## src/rtl/core/pscc_pkg.sv

```systemverilog
// Shared types, codes and constants of the PV surplus charge controller.
package pscc_pkg;

  localparam int CmdW     = 3;
  localparam int ValueW   = 24;
  localparam int TimeW    = 32;
  localparam int SurplusW = 25;
  localparam int CfgIdxW  = 3;
  localparam int CfgDataW = 16;
  localparam int InDataW  = 56;
  localparam int OutDataW = 40;

  localparam int FullPowerMinW    = 5500;
  localparam int StopLimitW       = -250;
  localparam int SecPerHour       = 3600;
  localparam int ActionGapS       = 10;
  localparam int SocLowDefault    = 85;
  localparam int SocHighDefault   = 95;
  localparam int SocMaxPct        = 100;
  localparam int SocClampMax      = 127;
  localparam int SocReset         = 80;
  localparam int RuntimeDefaultH  = 8;
  localparam int RuntimeMaxH      = 10;
  localparam int DischargeDefault = 4500;
  localparam int SurplusMax       = 16777215;
  localparam int SurplusMin       = -16777216;

  typedef enum logic [2:0] {
    CMD_SOLAR, CMD_HOME, CMD_SOC, CMD_CAR, CMD_MODE, CMD_PLUG, CMD_ODO, CMD_TICK
  } cmd_t;

  typedef enum logic [1:0] {CAR_OTHER, CAR_READY, CAR_CHARGING} car_t;
  typedef enum logic [1:0] {MODE_OTHER, MODE_REDUCED, MODE_MAX} mode_t;
  typedef enum logic [1:0] {CUR_NONE, CUR_REDUCED, CUR_MAX} cur_cmd_t;
  typedef enum logic [1:0] {CHG_NONE, CHG_START, CHG_STOP} chg_cmd_t;
  typedef enum logic [2:0] {
    HALT_NONE, HALT_SOLAR, HALT_UNPLUG, HALT_MOVED, HALT_RUNTIME
  } halt_t;

  typedef enum logic [2:0] {
    CFG_REDUCED_MODE, CFG_HYST_ENABLE, CFG_SOC_LOW, CFG_SOC_HIGH,
    CFG_RESERVE, CFG_DISCHARGE_MAX, CFG_RUNTIME_HOURS
  } cfg_idx_t;

  // Effective settings; SOC limits and runtime already checked against their legal ranges.
  typedef struct packed {
    logic        reduced;
    logic        hyst;
    logic [6:0]  soc_lo;
    logic [6:0]  soc_hi;
    logic [15:0] reserve;
    logic [15:0] discharge;
    logic [15:0] runtime_s;
  } cfg_t;

  typedef struct packed {
    logic [CmdW-1:0]          cmd;
    logic signed [ValueW-1:0] value;
    logic [TimeW-1:0]         now_s;
  } item_t;

  typedef struct packed {
    logic signed [SurplusW-1:0] surplus_w;
    cur_cmd_t                   current_cmd;
    chg_cmd_t                   charge_cmd;
    halt_t                      halt_reason;
    logic                       halted;
  } result_t;

  function automatic logic [15:0] runtime_secs(input logic [3:0] hours);
    logic [3:0] hrs;
    hrs = (hours >= 4'd1 && hours <= 4'(RuntimeMaxH)) ? hours : 4'(RuntimeDefaultH);
    return 16'(int'(hrs) * SecPerHour);
  endfunction

endpackage

```

## src/rtl/core/pv_surplus_charge_controller_core.sv

```systemverilog
// Top level of the PV surplus charge controller.
//
// Slave channel (s_*): one event per transfer. s_tuser carries the event kind
// (solar, home, house charge, car state, current mode, plug, odometer, tick),
// s_tdata carries the signed value and the time in seconds.
// Master channel (m_*): exactly one result per event: saturated surplus power,
// current-mode command, start/stop command, halt reason and the halted flag.
// Configuration: cfg_we/cfg_index/cfg_data write one register per cycle;
// write only while no event is in flight.
// An event is captured in the input register and its result in the result register.
// Throughput: one event per cycle while m_tready holds; the whole update runs in one
// stage between the input register and the result register.
// Reset: all settings and controller state go to their defaults, both
// channels empty. When the receiver stalls, the result register holds and the
// input register still takes one more event if it is empty; after that s_tready
// drops until m_tready returns.
module pv_surplus_charge_controller_core import pscc_pkg::*; (
  input  logic                clk,
  input  logic                rst,
  input  logic                s_tvalid,
  output logic                s_tready,
  input  logic [InDataW-1:0]  s_tdata,   // value[23:0], now_s[55:24]
  input  logic [CmdW-1:0]     s_tuser,   // cmd[2:0]
  output logic                m_tvalid,
  input  logic                m_tready,
  output logic [OutDataW-1:0] m_tdata,   // surplus_w[24:0], current_cmd[26:25],
                                         // charge_cmd[28:27], halt_reason[31:29],
                                         // halted[32], zero[39:33]
  input  logic                cfg_we,
  input  logic [CfgIdxW-1:0]  cfg_index,
  input  logic [CfgDataW-1:0] cfg_data
);

  cfg_t    cfg;
  item_t   item;
  result_t res;
  logic    item_valid;
  logic    advance;

  pscc_cfg u_cfg (
    .clk       (clk),
    .rst       (rst),
    .cfg_we    (cfg_we),
    .cfg_index (cfg_index),
    .cfg_data  (cfg_data),
    .cfg       (cfg)
  );

  pscc_in_reg u_in_reg (
    .clk        (clk),
    .rst        (rst),
    .s_tvalid   (s_tvalid),
    .s_tready   (s_tready),
    .s_tdata    (s_tdata),
    .s_tuser    (s_tuser),
    .advance    (advance),
    .item_valid (item_valid),
    .item       (item)
  );

  pscc_step u_step (
    .clk  (clk),
    .rst  (rst),
    .cfg  (cfg),
    .fire (item_valid && advance),
    .item (item),
    .res  (res)
  );

  pscc_out_reg u_out_reg (
    .clk        (clk),
    .rst        (rst),
    .item_valid (item_valid),
    .res        (res),
    .advance    (advance),
    .m_tvalid   (m_tvalid),
    .m_tready   (m_tready),
    .m_tdata    (m_tdata)
  );

endmodule

```

## src/rtl/core/pscc_cfg.sv

```systemverilog
// Configuration registers with range checks applied to their outputs.
module pscc_cfg import pscc_pkg::*; (
  input  logic                clk,
  input  logic                rst,
  input  logic                cfg_we,
  input  logic [CfgIdxW-1:0]  cfg_index,
  input  logic [CfgDataW-1:0] cfg_data,
  output cfg_t                cfg
);

  logic        reduced_mode;
  logic        hyst_enable;
  logic [6:0]  soc_low;
  logic [6:0]  soc_high;
  logic [15:0] reserve;
  logic [15:0] discharge_max;
  logic [3:0]  runtime_hours;
  logic        soc_bad;

  always_ff @(posedge clk) begin
    if (rst) begin
      reduced_mode  <= 1'b0;
      hyst_enable   <= 1'b1;
      soc_low       <= 7'(SocLowDefault);
      soc_high      <= 7'(SocHighDefault);
      reserve       <= '0;
      discharge_max <= 16'(DischargeDefault);
      runtime_hours <= 4'(RuntimeDefaultH);
    end else if (cfg_we) begin
      case (cfg_idx_t'(cfg_index))
        CFG_REDUCED_MODE:  reduced_mode  <= cfg_data[0];
        CFG_HYST_ENABLE:   hyst_enable   <= cfg_data[0];
        CFG_SOC_LOW:       soc_low       <= cfg_data[6:0];
        CFG_SOC_HIGH:      soc_high      <= cfg_data[6:0];
        CFG_RESERVE:       reserve       <= cfg_data;
        CFG_DISCHARGE_MAX: discharge_max <= cfg_data;
        CFG_RUNTIME_HOURS: runtime_hours <= cfg_data[3:0];
        default: ;
      endcase
    end
  end

  assign soc_bad = (soc_low > 7'(SocMaxPct)) || (soc_high > 7'(SocMaxPct)) ||
                   (soc_low >= soc_high);

  always_comb begin
    cfg.reduced   = reduced_mode;
    cfg.hyst      = hyst_enable;
    cfg.soc_lo    = soc_bad ? 7'(SocLowDefault)  : soc_low;
    cfg.soc_hi    = soc_bad ? 7'(SocHighDefault) : soc_high;
    cfg.reserve   = reserve;
    cfg.discharge = discharge_max;
    cfg.runtime_s = runtime_secs(runtime_hours);
  end

endmodule

```

## src/rtl/core/pscc_in_reg.sv

```systemverilog
// Input register: captures one event transfer from the slave channel.
module pscc_in_reg import pscc_pkg::*; (
  input  logic               clk,
  input  logic               rst,
  input  logic               s_tvalid,
  output logic               s_tready,
  input  logic [InDataW-1:0] s_tdata,
  input  logic [CmdW-1:0]    s_tuser,
  input  logic               advance,
  output logic               item_valid,
  output item_t              item
);

  assign s_tready = !item_valid || advance;

  always_ff @(posedge clk) begin
    if (rst) begin
      item_valid <= 1'b0;
    end else if (s_tready) begin
      item_valid <= s_tvalid;
    end
  end

  always_ff @(posedge clk) begin
    if (s_tvalid && s_tready) begin
      item.cmd   <= s_tuser;
      item.value <= s_tdata[ValueW-1:0];
      item.now_s <= s_tdata[ValueW+TimeW-1:ValueW];
    end
  end

endmodule

```

## src/rtl/core/pscc_step.sv

```systemverilog
// Controller state and the per-event update, surplus and command logic.
module pscc_step import pscc_pkg::*; (
  input  logic    clk,
  input  logic    rst,
  input  cfg_t    cfg,
  input  logic    fire,
  input  item_t   item,
  output result_t res
);

  typedef struct packed {
    logic                     support_on;
    logic signed [ValueW-1:0] solar_w;
    logic signed [ValueW-1:0] home_w;
    logic [6:0]               house_soc;
    car_t                     car_state;
    mode_t                    current_mode;
    logic                     was_plugged;
    logic signed [ValueW-1:0] odo_ref;
    logic                     odo_valid;
    logic [TimeW-1:0]         start_time;
    logic                     start_valid;
    logic [TimeW-1:0]         last_action_time;
    logic                     halt_latch;
  } state_t;

  state_t st;
  state_t st_next;

  logic signed [ValueW-1:0]   v;
  logic [TimeW-1:0]           start_eff;
  logic [TimeW:0]             limit;
  logic signed [TimeW:0]      gap;
  logic signed [26:0]         base;
  logic signed [26:0]         sum;
  logic signed [SurplusW-1:0] surp;
  logic                       action;
  halt_t                      reason;
  cur_cmd_t                   ccmd;
  chg_cmd_t                   chg;

  assign v = item.value;

  always_comb begin
    st_next   = st;
    action    = 1'b0;
    reason    = HALT_NONE;
    ccmd      = CUR_NONE;
    chg       = CHG_NONE;
    start_eff = st.start_valid ? st.start_time : item.now_s;
    limit     = {1'b0, start_eff} + 33'(cfg.runtime_s);
    gap       = $signed({1'b0, item.now_s}) - $signed({1'b0, st.last_action_time});
    base      = '0;
    sum       = '0;
    surp      = '0;

    if (!st.halt_latch) begin
      st_next.start_valid = 1'b1;
      st_next.start_time  = start_eff;

      case (cmd_t'(item.cmd))
        CMD_SOLAR: begin
          st_next.solar_w = v;
          if (v == '0) reason = HALT_SOLAR;
          else action = 1'b1;
        end
        CMD_HOME: st_next.home_w = v;
        CMD_SOC: begin
          if (v[ValueW-1]) st_next.house_soc = '0;
          else if (v > 24'(SocClampMax)) st_next.house_soc = 7'(SocClampMax);
          else st_next.house_soc = v[6:0];
        end
        CMD_CAR: begin
          st_next.car_state = (!v[ValueW-1] && v <= 24'sd2) ? car_t'(v[1:0]) : CAR_OTHER;
          action = 1'b1;
        end
        CMD_MODE: begin
          st_next.current_mode = (!v[ValueW-1] && v <= 24'sd2) ? mode_t'(v[1:0])
                                                               : MODE_OTHER;
        end
        CMD_PLUG: begin
          if (v == 24'sd1) st_next.was_plugged = 1'b1;
          else if (v == '0 && st.was_plugged) reason = HALT_UNPLUG;
        end
        CMD_ODO: begin
          // a fresh reference never trips: the first reading only sets it
          if (!st.odo_valid) begin
            st_next.odo_ref   = v;
            st_next.odo_valid = !v[ValueW-1];
          end else if (st.odo_ref != '0 && v > st.odo_ref) begin
            reason = HALT_MOVED;
          end
        end
        CMD_TICK: ;
        default: ;
      endcase

      if ({1'b0, item.now_s} > limit && reason == HALT_NONE) reason = HALT_RUNTIME;

      if (st_next.solar_w > 0) begin
        base = 27'(st_next.solar_w) - 27'(st_next.home_w);
        if (cfg.hyst) begin
          if (!st.support_on && st_next.house_soc >= cfg.soc_hi) st_next.support_on = 1'b1;
          else if (st.support_on && st_next.house_soc < cfg.soc_lo) st_next.support_on = 1'b0;
          sum = st_next.support_on ? base + $signed({11'b0, cfg.discharge})
                                   : base - $signed({11'b0, cfg.reserve});
        end else begin
          sum = base - $signed({11'b0, cfg.reserve});
        end
      end

      if (sum > 27'(SurplusMax)) surp = 25'(SurplusMax);
      else if (sum < 27'(SurplusMin)) surp = 25'(SurplusMin);
      else surp = sum[SurplusW-1:0];

      if (action && gap > 33'(ActionGapS)) begin
        st_next.last_action_time = item.now_s;
        if (cfg.reduced) begin
          if (st_next.current_mode != MODE_REDUCED) ccmd = CUR_REDUCED;
        end else if (st_next.car_state == CAR_CHARGING && surp > 25'(FullPowerMinW)) begin
          if (st_next.current_mode != MODE_MAX) ccmd = CUR_MAX;
        end else if (st_next.car_state == CAR_CHARGING && surp < 0) begin
          if (st_next.current_mode != MODE_REDUCED) ccmd = CUR_REDUCED;
        end
        if (st_next.car_state == CAR_READY && surp > 25'(FullPowerMinW)) begin
          chg = CHG_START;
        end else if (st_next.car_state == CAR_CHARGING && surp < 25'(StopLimitW) &&
                     st_next.current_mode == MODE_REDUCED) begin
          chg = CHG_STOP;
        end
      end

      if (reason != HALT_NONE) st_next.halt_latch = 1'b1;
    end

    res.surplus_w   = surp;
    res.current_cmd = ccmd;
    res.charge_cmd  = chg;
    res.halt_reason = reason;
    res.halted      = st_next.halt_latch;
  end

  always_ff @(posedge clk) begin
    if (rst) begin
      st.support_on       <= 1'b0;
      st.solar_w          <= '1;
      st.home_w           <= '0;
      st.house_soc        <= 7'(SocReset);
      st.car_state        <= CAR_OTHER;
      st.current_mode     <= MODE_OTHER;
      st.was_plugged      <= 1'b0;
      st.odo_ref          <= '0;
      st.odo_valid        <= 1'b0;
      st.start_time       <= '0;
      st.start_valid      <= 1'b0;
      st.last_action_time <= '0;
      st.halt_latch       <= 1'b0;
    end else if (fire) begin
      st <= st_next;
    end
  end

endmodule

```

## src/rtl/core/pscc_out_reg.sv

```systemverilog
// Result register driving the master channel.
module pscc_out_reg import pscc_pkg::*; (
  input  logic                clk,
  input  logic                rst,
  input  logic                item_valid,
  input  result_t             res,
  output logic                advance,
  output logic                m_tvalid,
  input  logic                m_tready,
  output logic [OutDataW-1:0] m_tdata
);

  assign advance = !m_tvalid || m_tready;

  always_ff @(posedge clk) begin
    if (rst) begin
      m_tvalid <= 1'b0;
    end else if (advance) begin
      m_tvalid <= item_valid;
    end
  end

  always_ff @(posedge clk) begin
    if (advance && item_valid) begin
      m_tdata <= {7'b0, res.halted, res.halt_reason, res.charge_cmd,
                  res.current_cmd, res.surplus_w};
    end
  end

endmodule
```

## config.mk

```make
export PLATFORM = sky130hd
export DESIGN_NAME = pv_surplus_charge_controller_core
export DESIGN_NICKNAME = d
export VERILOG_FILES = /design/src/rtl/core/pscc_pkg.sv /design/src/rtl/core/pv_surplus_charge_controller_core.sv /design/src/rtl/core/pscc_cfg.sv /design/src/rtl/core/pscc_in_reg.sv /design/src/rtl/core/pscc_step.sv /design/src/rtl/core/pscc_out_reg.sv
export SDC_FILE = /design/constraint.sdc
export NUM_CORES = 1
export LEC_CHECK = 0
export BUFFER_PORTS_ARGS = -buffer_cell sky130_fd_sc_hd__buf_4
export CAP_MARGIN = 20
export CORE_ASPECT_RATIO = 0.6
export CORE_MARGIN = 1.5
export CORE_UTILIZATION = 45
export CTS_CLUSTER_SIZE = 12
export DETAILED_ROUTE_END_ITERATION = 16
export PLACE_DENSITY_LB_ADDON = 0.15
export SETUP_SLACK_MARGIN = 0.02
export SKIP_LAST_GASP = 1
export SLEW_MARGIN = 15
export SYNTH_ARGS = -nofsm -noshare
export SYNTH_HDL_FRONTEND = slang
export SYNTH_SLANG_ARGS = --single-unit
```

## constraint.sdc

```tcl
create_clock -name clk -period 8.2 [get_ports clk]
set_input_delay 0.41 -clock clk [delete_from_list [all_inputs] [get_ports clk]]
set_output_delay 0.41 -clock clk [all_outputs]
set_load 0.05 [all_outputs]
```

==> impl_metrics.toml <==
[run_status]
status = "completed"

[yosys]
synth_enable_flop_cells = 92
synth.avg_cell_area_um2 = 8.41
ys_seq_area_share_pct = 33.3
yosysTopAreaCellShare_pct = 19.9
synthTopCellsByArea = "dfxtp_1 20%, edfxtp_1 13%, ha_1 11%"
ys_types = 98
ys_ff_latch = 298
synth_flop_cell = "dfxtp_1"
syn_inst = 2459
ys_warn_count = 0
ys_async_sr_fraction_pct = 0
synth_area_mm2 = 0.0207
yosysTopAreaCell = "dfxtp_1"

[clocking]
clk_latency_ns = 0.54
cts_buffers = 34
cts_max_level = 2
root_buffer = "clkbuf_16"
cts_setup_buffers = 0
cts_hold_buf = 0
clock_sinks = 298
ctsResizeCount = 0
clock_path_buffers = 3
path_clk_slew_ns = 0.07
cts_tree = "yes"

[sta]
fin_setup_tns_ns = 0
rsz0062_at_grt = "false"
timing.final.crit_share_pct = 96.1
slew_violations = 0
worst_pin_slew_ns = 1.12
fin_crit_ns = 7.88
skew_ns = 0.0256
fmax_ghz = 0.127
slew_headroom_pct = 25.2
finalSetupViolations = 0
whs_ns = 0.0418
hold_viol_final = 0

[global_routing]
grt_max_degree = 79
antenna_found_initial = 0
grt_pass1_wl_um = 102000
grt_overflow_total = 0
grt_pass1_vias = 16684
grtUsageTotal_pct = 28.0

[floorplan]
die_y_um = 169
rows = 60
core_area_mm2 = 0.0451
io_pins = 125
die_w_um = 280
start_util_pct = 45.9
die_area_mm2 = 0.0473

[setup_path]
crit_fanout = 30
crit_required_ns = 8.46
crit_start = "u_in_reg.item[57]"
end_kind = "flop"
startpoint_type = "flop"
worstReg2RegStart = "u_in_reg.item[57]"
critPathKind = "flop to flop"
crit_arrival_ns = 8.14

[routing]
drc_errors = 0
drtIter0Drc = 1873
wl_per_cell_um = 21.1
vias = 18629
detail-route-antenna-nets = 0
firstDrtPassIters = 5
routed_via_density = 5.85
routed_wl_um = 67100

[placed_design]
place_congestion = 0.968
placed_cell_area_mm2 = 0.0221
dp_hpwl_um = 51800
portBuffers = 117

[layout]
final_util_pct = 51.7
final_common_cell = "nand2_1"
antenna_cells = 0
drive_gt1_share_pct = 11.4
fin_nets = 2818
syn_to_final_growth_pct = 12.6
final_cell_mix = "357 x nand2_1, 218 x a21oi_1, 205 x dfxtp_1"
fillers = 4258
fin_area_mm2 = 0.0233

[worst_hold_path]
holdCritStartpoint = "s_tdata[40]"
hp-class = "input port to flop"

[power]
peakVddDrop_mv = 0.143
power.density_mw_per_mm2 = 215
p_leak_nw = 9.29

[flow_run]
cap_violations = 0
## power breakdown
group          switching, mW  total (mW)  internal [mW]
combinational           1.14        1.77          0.629
clock                  0.645        1.57          0.924
sequential            0.0725        1.68           1.61
total                   1.85        5.01           3.16
## layer usage
layer | vias up | routed length (um) | track usage (%)
met5 | - | 102 | 1.54
met4 | 2 | 824 | 4.35
met3 | 52 | 6820 | 8.12
met2 | 697 | 23000 | 32.9
met1 | 8877 | 36400 | 47.4
li1 | 9001 | - | -
## cell type report
type                    count  area (um^2)  share of cell area [%]
multi-input cells        1917        12900                    55.3
flip-flops and latches    298         6890                    29.6
repair buffers            147         1110                    4.75
clock buffers              53         1020                    4.39
well taps                 620          776                    3.33
inverters                 142          533                    2.29
clock inverters             8          100                   0.430
## cells by family after synthesis
logic type	synth area share, %
XOR/XNOR	3.68
multiplexers	6.80
AO/OA/AOI/OAI	19.3
adder cells (fa/ha/maj)	12.1
flip-flops	33.3
AND/OR/NAND/NOR	20.0
other	0.0181
buffers and inverters	4.82
## worst paths after layout
kind | endpoint | slack [ns] | cells past startpoint
min reg2reg | u_step.st[41] | 0.45 | 2
max | u_out_reg.m_tdata[26] | 0.32 | 24
max reg2reg | u_out_reg.m_tdata[26] | 0.32 | 24
min | u_in_reg.item[16] | 0.04 | 1
## worst max-delay path, stage by stage, from the launching register on
cell,delay [ns]
edfxtp_1,0.51
nor3_2,0.21
buf_4,0.39
mux2_2,0.41
ha_1,0.36
a21oi_1,0.26
a21oi_2,0.12
or3_1,0.33
a21oi_1,0.27
o21bai_1,0.10
a21oi_1,0.18
xnor2_1,0.35
ha_1,0.41
a21o_1,0.22
a311oi_1,0.41
o311ai_0,0.25
a31o_2,0.34
nor3_4,0.22
nand3_1,0.27
nor2_1,0.41
a2111oi_0,0.15
a211oi_1,0.92
a21oi_1,0.12
nor4_2,0.28
nor4_1,0.09
## sequential cells by signal (all words and copies together), names as in the netlist, 4 cells and up
signal and flops:
u_cfg.reserve 16, u_cfg.discharge_max 16, u_step.st 152, u_cfg.soc_low 7, u_in_reg.item 59, u_out_reg.m_tdata 33
u_cfg.soc_high 7, u_cfg.runtime_hours 4
## per-stage QoR
stage	total power, mW	setup slack (ns)	cells
floorplan	2.88	1.80	2465
global placement	3.40	0.672	3121
detailed placement	3.40	0.701	3121
CTS	4.98	0.666	3182
global route	5.25	0.173	3185
finish	5.01	0.323	3185
## cell usage after synthesis, types with 11 or more instances
library cell,number
nand2_1,357
a21oi_1,218
dfxtp_1,206
nor2_1,204
ha_1,187
inv_1,141
mux2i_1,99
edfxtp_1,92
clkbuf_1,81
o21ai_0,77
nand3_1,76
xnor2_1,55
a211oi_1,43
a21o_1,41
nor3_1,40
mux2_2,37
nand4_1,34
nand2b_1,33
nor2b_1,30
o21a_1,30
xor2_1,30
nor4_1,25
o21bai_1,21
o211ai_1,20
or3_1,17
or2_2,15
a31oi_1,14
o31ai_1,14
and2_1,13
buf_2,13
nor3b_1,11
o22ai_1,11
Power figures use the tool's default switching activity.
